`src/design/snfcs_pkg.sv`:
```
// ----------------------------------------------------------------------------
// snfcs_pkg: shared definitions for the spi nor flash command sequencer
// Field widths, request and result codes, flash opcodes, the sequencer
// phase type and the result word layout.
// ----------------------------------------------------------------------------
package snfcs_pkg;

   // default geometry
   localparam int PAGE_BYTES_DEF   = 256;
   localparam int ADDRESS_BITS_DEF = 24;

   // port field widths
   localparam int FUNC_W  = 2;
   localparam int OP_W    = 4;
   localparam int ADDR_W  = 24;
   localparam int LEN_W   = 25;
   localparam int BYTE_W  = 8;
   localparam int KIND_W  = 2;
   localparam int VALUE_W = 24;
   localparam int FPOS_W  = 3;

   // result queue geometry: an item gives at most two results
   localparam int MAX_RES = 2;
   localparam int Q_DEPTH = 4;
   localparam int Q_IDX_W = 2;
   localparam int Q_CNT_W = 3;

   // request functions
   localparam logic [FUNC_W-1:0] FUNC_START = 2'd0;
   localparam logic [FUNC_W-1:0] FUNC_WDATA = 2'd1;
   localparam logic [FUNC_W-1:0] FUNC_RX    = 2'd2;

   // operations
   localparam logic [OP_W-1:0] OP_ID           = 4'd0;
   localparam logic [OP_W-1:0] OP_STATUS       = 4'd1;
   localparam logic [OP_W-1:0] OP_SECTOR_ERASE = 4'd2;
   localparam logic [OP_W-1:0] OP_ERASE_32K    = 4'd3;
   localparam logic [OP_W-1:0] OP_ERASE_64K    = 4'd4;
   localparam logic [OP_W-1:0] OP_CHIP_ERASE   = 4'd5;
   localparam logic [OP_W-1:0] OP_WRITE        = 4'd6;
   localparam logic [OP_W-1:0] OP_READ         = 4'd7;
   localparam logic [OP_W-1:0] OP_WRITE_ENABLE = 4'd8;

   // result kinds
   localparam logic [KIND_W-1:0] KIND_SPI   = 2'd0;
   localparam logic [KIND_W-1:0] KIND_VALUE = 2'd1;
   localparam logic [KIND_W-1:0] KIND_NEED  = 2'd2;
   localparam logic [KIND_W-1:0] KIND_DONE  = 2'd3;

   // flash opcodes and filler bytes
   localparam logic [BYTE_W-1:0] CMD_READ_ID   = 8'h9F;
   localparam logic [BYTE_W-1:0] CMD_STATUS    = 8'h05;
   localparam logic [BYTE_W-1:0] CMD_SECTOR    = 8'h20;
   localparam logic [BYTE_W-1:0] CMD_BLOCK_32K = 8'h52;
   localparam logic [BYTE_W-1:0] CMD_BLOCK_64K = 8'hD8;
   localparam logic [BYTE_W-1:0] CMD_CHIP      = 8'hC7;
   localparam logic [BYTE_W-1:0] CMD_PROGRAM   = 8'h02;
   localparam logic [BYTE_W-1:0] CMD_FAST_READ = 8'h0B;
   localparam logic [BYTE_W-1:0] CMD_WREN      = 8'h06;
   localparam logic [BYTE_W-1:0] DUMMY_BYTE    = 8'hFF;

   // sequencer phases
   typedef enum logic [10:0] {
      PH_IDLE      = 11'b000_0000_0001,
      PH_ID        = 11'b000_0000_0010,
      PH_STAT      = 11'b000_0000_0100,
      PH_WREN_ONLY = 11'b000_0000_1000,
      PH_PRE_WREN  = 11'b000_0001_0000,
      PH_PRE_POLL  = 11'b000_0010_0000,
      PH_HDR       = 11'b000_0100_0000,
      PH_WR_NEED   = 11'b000_1000_0000,
      PH_WR_DATA   = 11'b001_0000_0000,
      PH_RD_DATA   = 11'b010_0000_0000,
      PH_POST_POLL = 11'b100_0000_0000
   } phase_type;

   // one result word
   typedef struct packed {
      logic [KIND_W-1:0]  kind;
      logic [BYTE_W-1:0]  spi_byte;
      logic               frame_start;
      logic               frame_end;
      logic [VALUE_W-1:0] host_value;
      logic               last;
   } res_type;

   // opcode for each operation
   function automatic logic [BYTE_W-1:0] op_code(input logic [OP_W-1:0] op);
      logic [BYTE_W-1:0] c;
      unique case (op)
         OP_ID:           c = CMD_READ_ID;
         OP_STATUS:       c = CMD_STATUS;
         OP_SECTOR_ERASE: c = CMD_SECTOR;
         OP_ERASE_32K:    c = CMD_BLOCK_32K;
         OP_ERASE_64K:    c = CMD_BLOCK_64K;
         OP_CHIP_ERASE:   c = CMD_CHIP;
         OP_WRITE:        c = CMD_PROGRAM;
         OP_READ:         c = CMD_FAST_READ;
         OP_WRITE_ENABLE: c = CMD_WREN;
         default:         c = '0;
      endcase
      return c;
   endfunction

   // spi byte result
   function automatic res_type mk_send(input logic [BYTE_W-1:0] b, input logic fs,
                                       input logic fe);
      res_type r;
      r             = '0;
      r.kind        = KIND_SPI;
      r.spi_byte    = b;
      r.frame_start = fs;
      r.frame_end   = fe;
      return r;
   endfunction

   // value to host
   function automatic res_type mk_value(input logic [VALUE_W-1:0] v);
      res_type r;
      r            = '0;
      r.kind       = KIND_VALUE;
      r.host_value = v;
      return r;
   endfunction

   // result that carries only a kind
   function automatic res_type mk_kind(input logic [KIND_W-1:0] k);
      res_type r;
      r      = '0;
      r.kind = k;
      return r;
   endfunction

endpackage

```
`src/design/spi_nor_flash_command_sequencer_unit.sv`:
```
// ----------------------------------------------------------------------------
// spi_nor_flash_command_sequencer_unit: spi nor flash command sequencer
// Turns host requests into a framed spi byte stream, polls busy around
// erase and program, splits writes at page boundaries.
// ----------------------------------------------------------------------------
// Each accepted word is latched in an input register and handled, once the
// result queue has room, by one pass of the sequencer logic, which writes
// its one or two results into a four-word result queue. A new word is taken
// every cycle as long as the queue has room for two more results, so words
// that give one result run at one per cycle; words that give two (a read
// data byte, the end of an id or status read) are held back by the result
// drain rate of one word per cycle while rsp_stall is low. A word passes the
// input register and then the result queue. PAGE_BYTES must be a power of two.
module spi_nor_flash_command_sequencer_unit
   import snfcs_pkg::*;
#(
   parameter int PAGE_BYTES   = PAGE_BYTES_DEF,
   parameter int ADDRESS_BITS = ADDRESS_BITS_DEF
) (
   input  logic               clock,
   input  logic               reset,
   input  logic               req_valid,
   output logic               req_stall,
   input  logic [FUNC_W-1:0]  req_func,
   input  logic [OP_W-1:0]    req_operation,
   input  logic [ADDR_W-1:0]  req_address,
   input  logic [LEN_W-1:0]   req_length,
   input  logic [BYTE_W-1:0]  req_write_byte,
   input  logic [BYTE_W-1:0]  req_rx_byte,
   output logic               rsp_valid,
   input  logic               rsp_stall,
   output logic [KIND_W-1:0]  rsp_kind,
   output logic [BYTE_W-1:0]  rsp_spi_byte,
   output logic               rsp_frame_start,
   output logic               rsp_frame_end,
   output logic [VALUE_W-1:0] rsp_host_value,
   output logic               rsp_last
);

   localparam int ADDR_BYTES = (ADDRESS_BITS + 7) / 8;
   localparam int HDR_W      = ADDR_BYTES * 8;
   localparam int PAGE_W     = $clog2(PAGE_BYTES);
   localparam int CHUNK_W    = PAGE_W + 1;

   // input register
   logic               in_valid_ff, in_valid_in;
   logic [FUNC_W-1:0]  func_ff;
   logic [OP_W-1:0]    op_in_ff;
   logic [ADDR_W-1:0]  addr_in_ff;
   logic [LEN_W-1:0]   len_in_ff;
   logic [BYTE_W-1:0]  wbyte_ff;
   logic [BYTE_W-1:0]  rx_ff;

   // sequencer state
   phase_type             phase_ff, phase_in;
   logic [OP_W-1:0]       cur_op_ff, cur_op_in;
   logic [ADDRESS_BITS-1:0] cur_addr_ff, cur_addr_in;
   logic [LEN_W-1:0]      bytes_ff, bytes_in;
   logic [CHUNK_W-1:0]    chunk_ff, chunk_in;
   logic [FPOS_W-1:0]     fpos_ff, fpos_in;
   logic [VALUE_W-1:0]    id_acc_ff, id_acc_in;

   // result queue
   res_type             q_ff [Q_DEPTH];
   res_type             q_in [Q_DEPTH];
   logic [Q_IDX_W-1:0]  head_ff, head_in;
   logic [Q_CNT_W-1:0]  count_ff, count_in;
   logic [Q_IDX_W-1:0]  tail;

   // working signals
   logic                     accept;
   logic                     pop;
   logic                     fire;
   res_type                  res0, res1;
   logic [1:0]               n_res;
   logic [ADDRESS_BITS+ADDR_W-1:0] addr_ext;
   logic [ADDRESS_BITS-1:0]  start_addr;
   logic [HDR_W+ADDRESS_BITS-1:0] hdr_ext;
   logic [HDR_W-1:0]         hdr_word;
   logic [FPOS_W-1:0]        hdr_k;
   logic [BYTE_W-1:0]        hdr_byte;
   logic [FPOS_W-1:0]        hdr_last;
   logic [VALUE_W-1:0]       id_next;
   logic [LEN_W-1:0]         bytes_dec;
   logic [CHUNK_W-1:0]       chunk_dec;

   // bytes left in the chunk that starts at a given address
   function automatic logic [CHUNK_W-1:0] first_chunk(input logic [ADDRESS_BITS-1:0] a,
                                                      input logic [LEN_W-1:0] n);
      logic [CHUNK_W-1:0] room_left;
      room_left = CHUNK_W'(PAGE_BYTES) - {1'b0, a[PAGE_W-1:0]};
      return (n < LEN_W'(room_left)) ? n[CHUNK_W-1:0] : room_left;
   endfunction

   // handshakes
   assign pop       = (count_ff != '0) && !rsp_stall;
   assign fire      = in_valid_ff &&
                      ((count_ff <= Q_CNT_W'(Q_DEPTH - MAX_RES)) ||
                       ((count_ff == Q_CNT_W'(Q_DEPTH - MAX_RES + 1)) && pop));
   assign req_stall = in_valid_ff && !fire;
   assign accept    = req_valid && !req_stall;

   always_comb begin
      in_valid_in = in_valid_ff;
      if (accept) begin
         in_valid_in = 1'b1;
      end else if (fire) begin
         in_valid_in = 1'b0;
      end
   end

   // address helpers
   assign addr_ext   = {{ADDRESS_BITS{1'b0}}, addr_in_ff};
   assign start_addr = addr_ext[ADDRESS_BITS-1:0];
   assign hdr_ext    = {{HDR_W{1'b0}}, cur_addr_ff};
   assign hdr_word   = hdr_ext[HDR_W-1:0];
   assign hdr_k      = fpos_ff + FPOS_W'(1);
   assign id_next    = {id_acc_ff[VALUE_W-BYTE_W-1:0], rx_ff};
   assign bytes_dec  = bytes_ff - LEN_W'(1);
   assign chunk_dec  = chunk_ff - CHUNK_W'(1);

   // address byte k of the header, most significant first
   always_comb begin
      hdr_byte = '0;
      for (int b = 0; b < ADDR_BYTES; b++) begin
         if (hdr_k == FPOS_W'(ADDR_BYTES - b)) begin
            hdr_byte = hdr_word[8*b +: 8];
         end
      end
   end

   // position of the last header byte
   always_comb begin
      if (cur_op_ff == OP_CHIP_ERASE) begin
         hdr_last = '0;
      end else if (cur_op_ff == OP_READ) begin
         hdr_last = FPOS_W'(ADDR_BYTES + 1);
      end else begin
         hdr_last = FPOS_W'(ADDR_BYTES);
      end
   end

   // sequencer step
   always_comb begin
      phase_in    = phase_ff;
      cur_op_in   = cur_op_ff;
      cur_addr_in = cur_addr_ff;
      bytes_in    = bytes_ff;
      chunk_in    = chunk_ff;
      fpos_in     = fpos_ff;
      id_acc_in   = id_acc_ff;
      res0        = '0;
      res1        = '0;
      n_res       = 2'd0;

      if (fire) begin
         if ((func_ff == FUNC_START) && (phase_ff == PH_IDLE)) begin
            // new request
            cur_op_in   = op_in_ff;
            cur_addr_in = start_addr;
            bytes_in    = len_in_ff;
            chunk_in    = '0;
            fpos_in     = '0;
            id_acc_in   = '0;
            n_res       = 2'd1;
            unique case (op_in_ff) inside
               OP_ID: begin
                  phase_in = PH_ID;
                  res0     = mk_send(CMD_READ_ID, 1'b1, 1'b0);
               end
               OP_STATUS: begin
                  phase_in = PH_STAT;
                  res0     = mk_send(CMD_STATUS, 1'b1, 1'b0);
               end
               OP_WRITE_ENABLE: begin
                  phase_in = PH_WREN_ONLY;
                  res0     = mk_send(CMD_WREN, 1'b1, 1'b1);
               end
               OP_SECTOR_ERASE, OP_ERASE_32K, OP_ERASE_64K, OP_CHIP_ERASE: begin
                  phase_in = PH_PRE_WREN;
                  res0     = mk_send(CMD_WREN, 1'b1, 1'b1);
               end
               OP_WRITE: begin
                  chunk_in = first_chunk(start_addr, len_in_ff);
                  phase_in = PH_PRE_WREN;
                  res0     = mk_send(CMD_WREN, 1'b1, 1'b1);
               end
               OP_READ: begin
                  phase_in = PH_HDR;
                  res0     = mk_send(CMD_FAST_READ, 1'b1, 1'b0);
               end
               default: begin
                  phase_in = PH_IDLE;
                  res0     = mk_kind(KIND_DONE);
               end
            endcase
         end else if ((func_ff == FUNC_WDATA) && (phase_ff == PH_WR_NEED)) begin
            // program data byte from the host
            phase_in = PH_WR_DATA;
            n_res    = 2'd1;
            res0     = mk_send(wbyte_ff, 1'b0, chunk_ff == CHUNK_W'(1));
         end else if (func_ff == FUNC_RX) begin
            unique case (phase_ff)
               PH_ID: begin
                  if (fpos_ff != '0) begin
                     id_acc_in = id_next;
                  end
                  if (fpos_ff < FPOS_W'(3)) begin
                     fpos_in = hdr_k;
                     n_res   = 2'd1;
                     res0    = mk_send(DUMMY_BYTE, 1'b0, hdr_k == FPOS_W'(3));
                  end else begin
                     phase_in = PH_IDLE;
                     n_res    = 2'd2;
                     res0     = mk_value(id_next);
                     res1     = mk_kind(KIND_DONE);
                  end
               end
               PH_STAT: begin
                  if (fpos_ff == '0) begin
                     fpos_in = FPOS_W'(1);
                     n_res   = 2'd1;
                     res0    = mk_send(DUMMY_BYTE, 1'b0, 1'b1);
                  end else begin
                     phase_in = PH_IDLE;
                     n_res    = 2'd2;
                     res0     = mk_value({{(VALUE_W-BYTE_W){1'b0}}, rx_ff});
                     res1     = mk_kind(KIND_DONE);
                  end
               end
               PH_WREN_ONLY: begin
                  phase_in = PH_IDLE;
                  n_res    = 2'd1;
                  res0     = mk_kind(KIND_DONE);
               end
               PH_PRE_WREN: begin
                  phase_in = PH_PRE_POLL;
                  fpos_in  = '0;
                  n_res    = 2'd1;
                  res0     = mk_send(CMD_STATUS, 1'b1, 1'b0);
               end
               PH_PRE_POLL, PH_POST_POLL: begin
                  n_res = 2'd1;
                  if (fpos_ff == '0) begin
                     // status byte clock-out
                     fpos_in = FPOS_W'(1);
                     res0    = mk_send(DUMMY_BYTE, 1'b0, 1'b1);
                  end else if (rx_ff[0]) begin
                     // still busy: poll again
                     fpos_in = '0;
                     res0    = mk_send(CMD_STATUS, 1'b1, 1'b0);
                  end else if (phase_ff == PH_PRE_POLL) begin
                     phase_in = PH_HDR;
                     fpos_in  = '0;
                     res0     = mk_send(op_code(cur_op_ff), 1'b1,
                                        cur_op_ff == OP_CHIP_ERASE);
                  end else if ((cur_op_ff == OP_WRITE) && (bytes_ff != '0)) begin
                     // next page chunk
                     chunk_in = first_chunk(cur_addr_ff, bytes_ff);
                     phase_in = PH_PRE_WREN;
                     res0     = mk_send(CMD_WREN, 1'b1, 1'b1);
                  end else begin
                     phase_in = PH_IDLE;
                     res0     = mk_kind(KIND_DONE);
                  end
               end
               PH_HDR: begin
                  n_res = 2'd1;
                  if (fpos_ff < hdr_last) begin
                     fpos_in = hdr_k;
                     if (hdr_k <= FPOS_W'(ADDR_BYTES)) begin
                        res0 = mk_send(hdr_byte, 1'b0,
                                       (hdr_k == FPOS_W'(ADDR_BYTES)) &&
                                       (cur_op_ff != OP_READ) &&
                                       ((cur_op_ff != OP_WRITE) || (chunk_ff == '0)));
                     end else begin
                        res0 = mk_send(DUMMY_BYTE, 1'b0, bytes_ff == '0);
                     end
                  end else if (cur_op_ff == OP_READ) begin
                     if (bytes_ff != '0) begin
                        phase_in = PH_RD_DATA;
                        res0     = mk_send(DUMMY_BYTE, 1'b0, bytes_ff == LEN_W'(1));
                     end else begin
                        phase_in = PH_IDLE;
                        res0     = mk_kind(KIND_DONE);
                     end
                  end else if ((cur_op_ff == OP_WRITE) && (chunk_ff != '0)) begin
                     phase_in = PH_WR_NEED;
                     res0     = mk_kind(KIND_NEED);
                  end else begin
                     phase_in = PH_POST_POLL;
                     fpos_in  = '0;
                     res0     = mk_send(CMD_STATUS, 1'b1, 1'b0);
                  end
               end
               PH_WR_DATA: begin
                  chunk_in    = chunk_dec;
                  bytes_in    = bytes_dec;
                  cur_addr_in = cur_addr_ff + ADDRESS_BITS'(1);
                  n_res       = 2'd1;
                  if (chunk_dec != '0) begin
                     phase_in = PH_WR_NEED;
                     res0     = mk_kind(KIND_NEED);
                  end else begin
                     phase_in = PH_POST_POLL;
                     fpos_in  = '0;
                     res0     = mk_send(CMD_STATUS, 1'b1, 1'b0);
                  end
               end
               PH_RD_DATA: begin
                  bytes_in    = bytes_dec;
                  cur_addr_in = cur_addr_ff + ADDRESS_BITS'(1);
                  n_res       = 2'd2;
                  res0        = mk_value({{(VALUE_W-BYTE_W){1'b0}}, rx_ff});
                  if (bytes_dec != '0) begin
                     res1 = mk_send(DUMMY_BYTE, 1'b0, bytes_dec == LEN_W'(1));
                  end else begin
                     phase_in = PH_IDLE;
                     res1     = mk_kind(KIND_DONE);
                  end
               end
               PH_IDLE, PH_WR_NEED: begin
                  n_res = 2'd0;
               end
               default: begin
                  n_res = 2'd0;
               end
            endcase
         end

         // flag the final result of this word
         if (n_res == 2'd1) begin
            res0.last = 1'b1;
         end else if (n_res == 2'd2) begin
            res1.last = 1'b1;
         end
      end
   end

   // result queue update
   assign tail = head_ff + count_ff[Q_IDX_W-1:0];

   always_comb begin
      q_in = q_ff;
      if (n_res != 2'd0) begin
         q_in[tail] = res0;
      end
      if (n_res == 2'd2) begin
         q_in[tail + Q_IDX_W'(1)] = res1;
      end
      head_in  = head_ff + Q_IDX_W'(pop);
      count_in = count_ff + Q_CNT_W'(n_res) - Q_CNT_W'(pop);
   end

   // result port
   assign rsp_valid       = count_ff != '0;
   assign rsp_kind        = q_ff[head_ff].kind;
   assign rsp_spi_byte    = q_ff[head_ff].spi_byte;
   assign rsp_frame_start = q_ff[head_ff].frame_start;
   assign rsp_frame_end   = q_ff[head_ff].frame_end;
   assign rsp_host_value  = q_ff[head_ff].host_value;
   assign rsp_last        = q_ff[head_ff].last;

   // control registers
   always_ff @(posedge clock) begin
      if (reset) begin
         in_valid_ff <= 1'b0;
         phase_ff    <= PH_IDLE;
         cur_op_ff   <= '0;
         cur_addr_ff <= '0;
         bytes_ff    <= '0;
         chunk_ff    <= '0;
         fpos_ff     <= '0;
         id_acc_ff   <= '0;
         head_ff     <= '0;
         count_ff    <= '0;
      end else begin
         in_valid_ff <= in_valid_in;
         phase_ff    <= phase_in;
         cur_op_ff   <= cur_op_in;
         cur_addr_ff <= cur_addr_in;
         bytes_ff    <= bytes_in;
         chunk_ff    <= chunk_in;
         fpos_ff     <= fpos_in;
         id_acc_ff   <= id_acc_in;
         head_ff     <= head_in;
         count_ff    <= count_in;
      end
   end

   // payload registers
   always_ff @(posedge clock) begin
      if (accept) begin
         func_ff    <= req_func;
         op_in_ff   <= req_operation;
         addr_in_ff <= req_address;
         len_in_ff  <= req_length;
         wbyte_ff   <= req_write_byte;
         rx_ff      <= req_rx_byte;
      end
      q_ff <= q_in;
   end

`ifndef SYNTHESIS
   // queue never overfills
   a_queue_bound: assert property (@(posedge clock) disable iff (reset)
      count_ff <= Q_CNT_W'(Q_DEPTH))
      else $error("result queue overflow");

   // a chunk never exceeds the bytes still to write
   a_chunk_bound: assert property (@(posedge clock) disable iff (reset)
      ((phase_ff == PH_WR_NEED) || (phase_ff == PH_WR_DATA)) |->
      (LEN_W'(chunk_ff) <= bytes_ff))
      else $error("write chunk larger than remaining length");

   // frame position stays within the longest header
   a_fpos_bound: assert property (@(posedge clock) disable iff (reset)
      fpos_ff <= FPOS_W'(ADDR_BYTES + 1))
      else $error("frame position out of range");

   // done always closes the results of a word
   a_done_last: assert property (@(posedge clock) disable iff (reset)
      (rsp_valid && (rsp_kind == KIND_DONE)) |-> rsp_last)
      else $error("done result without last flag");

   // framing only on spi bytes
   a_frame_kind: assert property (@(posedge clock) disable iff (reset)
      (rsp_valid && (rsp_kind != KIND_SPI)) |-> (!rsp_frame_start && !rsp_frame_end))
      else $error("frame flags on a non-spi result");
`endif

endmodule
```
`config.mk`:
```
export PLATFORM = sky130hd
export DESIGN_NAME = spi_nor_flash_command_sequencer_unit
export DESIGN_NICKNAME = d
export VERILOG_FILES = /design/src/design/snfcs_pkg.sv /design/src/design/spi_nor_flash_command_sequencer_unit.sv
export SDC_FILE = /design/constraint.sdc
export NUM_CORES = 1
export LEC_CHECK = 0
export BUFFER_PORTS_ARGS = -buffer_cell sky130_fd_sc_hd__buf_4
export CAP_MARGIN = 20
export CORE_MARGIN = 1.5
export CORE_UTILIZATION = 56
export CTS_CLUSTER_SIZE = 28
export DETAILED_ROUTE_END_ITERATION = 8
export PLACE_DENSITY = 0.75
export SYNTH_ARGS = -nofsm -noshare
export SYNTH_HDL_FRONTEND = slang
export SYNTH_SLANG_ARGS = --single-unit
```
`constraint.sdc`:
```
create_clock -name clock -period 7.11 [get_ports clock]
set_input_delay 0.711 -clock clock [delete_from_list [all_inputs] [get_ports clock]]
set_output_delay 0.711 -clock clock [all_outputs]
set_load 0.01 [all_outputs]
```
==> results_dict.tcl <==
set metrics [dict create \
    hold_violations 0 \
    synth_area_um2 17340 \
    leakagePower_uw 0.007488 \
    peakVddDrop_mv 0.2164 \
    dr.pass1.iters 5 \
    coreArea_um2 30510 \
    post_cts_resized 0 \
    async_flop_share 0 \
    nFillCells 2523 \
    io_pins 114 \
    dpl_cell_area_um2 18460 \
    cp.arrival_ps 4510 \
    yosys.cell_types.count 79 \
    p_int_uw 3530 \
    antenna_found_initial 0 \
    antenna_cells 0 \
    cts_tree "built" \
    power_switching_uw 1542 \
    clkPwrFrac 0.379 \
    cts-hold-fix-buffers 0 \
    swShare 0.3039 \
    drc 0 \
    yosysSeqAreaShare 0.4163 \
    required_ps 7480 \
    io_buffers 113 \
    endpoint_kind "flop" \
    reg2reg_from "addr_in_ff[0]$_DFFE_PP_" \
    path_cells "inv_1 > ha_1 > inv_1 > or4_1 > ha_1 > a2111oi_0 > nand4_1 > a41oi_1 > o21ai_1 > mux2_2 > a221oi_1 > nor3_1" \
    min_path_type "in2reg" \
    via_count 15310 \
    drv_slew 0 \
    synth-main-ff-cell "dfxtp_1" \
    fin_skew_ps 23.35 \
    slew_headroom 0.1565 \
    htreeDepth 2 \
    criticalPathCategory "reg2reg" \
    drive_gt1_frac 0.1424 \
    start_util 0.5682 \
    dp_hpwl_mm 34.47 \
    worst_slew_pin_slew_ps 1254 \
    die_h_um 179.0 \
    insertion_delay_ps 550 \
    stdcell_area_um2 19730 \
    power.density_nw_per_um2 257.1 \
    cp_max_fo 9 \
    nets 2105 \
    utilization 0.6467 \
    grt_start_max_net_pins 100 \
    cts_sinks 325 \
    root_buffer "clkbuf_16" \
    cts_setup_buffers 0 \
    critPathMaxStageDelay_ps 540 \
    avgSynthCellArea_um2 8.973 \
    gp_congestion 1.015 \
    ff2ff_path_depth 12 \
    row_count 64 \
    comb_power_share 0.210 \
    p_seq_frac 0.411 \
    status "completed" \
    grt_use_total 0.3081 \
    cts-buffers-inserted 37 \
    synth_edf_count 71 \
    ys_seq_elements 325 \
    setup_viol 0 \
    synth_cells 1932 \
    min_to "rx_ff[1]$_DFFE_PP_" \
    hold-path-cell-count 1 \
    wl_per_cell_um 20.65 \
    min_from "req_rx_byte[1]" \
    fp.dieW_um 179.0 \
    vias_per_cell 6.345 \
    ys_warn_count 0 \
    ant_nets 0 \
    period_minus_slack_ps 4143 \
    drv_cap 0 \
    timing.rr.end "chunk_ff[1]$_SDFFE_PP0P_" \
    die_area_um2 32020 \
    syn_to_final_growth_pct 13.80 \
    overflow 0 \
    start_kind "flop" \
    rsz0062_at_grt "no" \
    slowest_stage "or4_1" \
    path_clk_slew_ps 60 \
    setup_tns_ps 0 \
    cts_max_path_buffers 3 \
    max_freq_ghz 0.2413 \
    drt-total-wl_mm 49.81 \
    grt_first_pass_wirelength_mm 77.69 \
    grt_pass1_vias 14570 \
    post-route-period-util 0.5828 \
    rrSetupSlack_ps 2970 \
    synth_fp_nets 2050 \
    drt_iter0_markers 1384 \
]
[cells by family (layout without fill, tap and decap cells)]
group	after synthesis	after routing	synth area share
buffers and inverters	170	254	0.03984
adders and majority gates	43	43	0.03147
and+or+nand+nor	724	724	0.2047
xor gates and xnor gates	35	35	0.01768
DFF	325	325	0.4163
AOI/OAI and AO/OA	468	468	0.1667
muxes	167	167	0.1233
[worst max-delay path by stage]
stage	end	cells past startpoint	slack, ps	start
finish	chunk_ff[1]$_SDFFE_PP0P_	12	2970	addr_in_ff[0]$_DFFE_PP_
floorplan	addr_in_ff[0]$_DFFE_PP_	3	2350	rsp_stall
global route	chunk_ff[1]$_SDFFE_PP0P_	12	2810	addr_in_ff[0]$_DFFE_PP_
global placement	q_ff[118]$_DFF_P_	8	3110	phase_ff[0]$_SDFFE_PP1P_
detailed placement	chunk_ff[1]$_SDFFE_PP0P_	9	3010	phase_ff[5]$_SDFFE_PP0P_
CTS	chunk_ff[1]$_SDFFE_PP0P_	9	2970	phase_ff[5]$_SDFFE_PP0P_
[state kept, by name (all words and copies together) (netlist names), 9 cells and up, named ones only]
signal,flops
id_acc_ff,16
len_in_ff,25
chunk_ff,9
cur_addr_ff,24
q_ff,148
addr_in_ff,24
phase_ff,11
bytes_ff,25
[cell type report]
type	count	area (um2)	area share
repair buffers	142	1081	0.05479
inverters	44	165.2	0.008371
well taps	396	495.5	0.02511
flip-flops and latches	325	7219	0.3659
clock buffers	48	1007	0.05105
clock inverters	20	236.5	0.01199
multi-input cells	1437	9524	0.4828
[per-layer routing]
layer,vias to the layer above,track usage,wire (um)
met3,148,0.04071,3410
met1,7329,0.3947,20480
met5,-,0,0
met4,0,0.1288,2001
li1,7149,-,-
met2,679,0.5222,23910
[cell usage after synthesis, drive strengths merged, types with 5 or more instances]
cell | number | share of area
a221oi | 5 | 0.0025
o21a | 12 | 0.0052
ha | 42 | 0.030
nand3b | 13 | 0.0056
a311oi | 5 | 0.0025
buf | 37 | 0.011
a31oi | 17 | 0.0061
a21oi | 169 | 0.049
inv | 44 | 0.0095
xor2 | 13 | 0.0066
or3 | 13 | 0.0047
edfxtp | 71 | 0.12
nor4b | 9 | 0.0049
nand4 | 24 | 0.0087
a211oi | 30 | 0.013
nand3 | 38 | 0.011
o21ai | 107 | 0.031
a22oi | 28 | 0.012
and3 | 10 | 0.0036
xnor2 | 22 | 0.011
mux2i | 128 | 0.074
nor3 | 49 | 0.017
clkbuf | 89 | 0.019
o41ai | 5 | 0.0025
nor4 | 27 | 0.012
or2 | 5 | 0.0018
nor2b | 19 | 0.0069
nand2b | 13 | 0.0047
and4 | 7 | 0.0035
mux4 | 37 | 0.048
o211ai | 5 | 0.0022
or4 | 13 | 0.0058
o21bai | 9 | 0.0039
and2 | 26 | 0.0094
a22o | 9 | 0.0045
o31ai | 14 | 0.0061
a21o | 14 | 0.0061
dfxtp | 254 | 0.29
nor2 | 243 | 0.053
nand2 | 197 | 0.043
[worst max-delay path, delay by kind of cell (launching register included)]
family	cells	cell delay, ps
AOI/OAI and AO/OA	4	1400
adders and majority gates	2	600
buffers and inverters	2	220
DFF	1	490
muxes	1	410
and+or+nand+nor	3	860
[layout by cell type (no fill, tap or decap), types with 38 or more instances in the layout]
cell type,count
a21oi_1,169
inv_1,44
nand3_1,38
dfxtp_1,252
nand2_1,197
ha_1,42
mux2i_1,128
nor2_1,237
nor3_1,41
buf_4,140
edfxtp_1,71
o21ai_0,103
[power groups by stage]
stage / Clock [uW] / Sequential [uW] / Combinational (uW)
final: 1920 / 2080 / 1060
after global routing: 2020 / 2090 / 1160
after detailed placement: 0 / 2120 / 1040
after global placement: 0 / 2110 / 1020
after floorplan: 0 / 2080 / 770
after CTS: 1950 / 2080 / 1050
[through the flow]
step	std cells	power [uW]	hold slack (ps)	setup slack (ps)
CTS	2409	5079	329.1	2970
floorplan	1932	2849	419.9	2354
finish	2412	5072	338.0	2967
global route	2412	5274	326.2	2811
detailed placement	2341	3159	441.6	3013
global placement	2340	3139	429.4	3111
No activity file was read; power rests on OpenSTA's default activity.
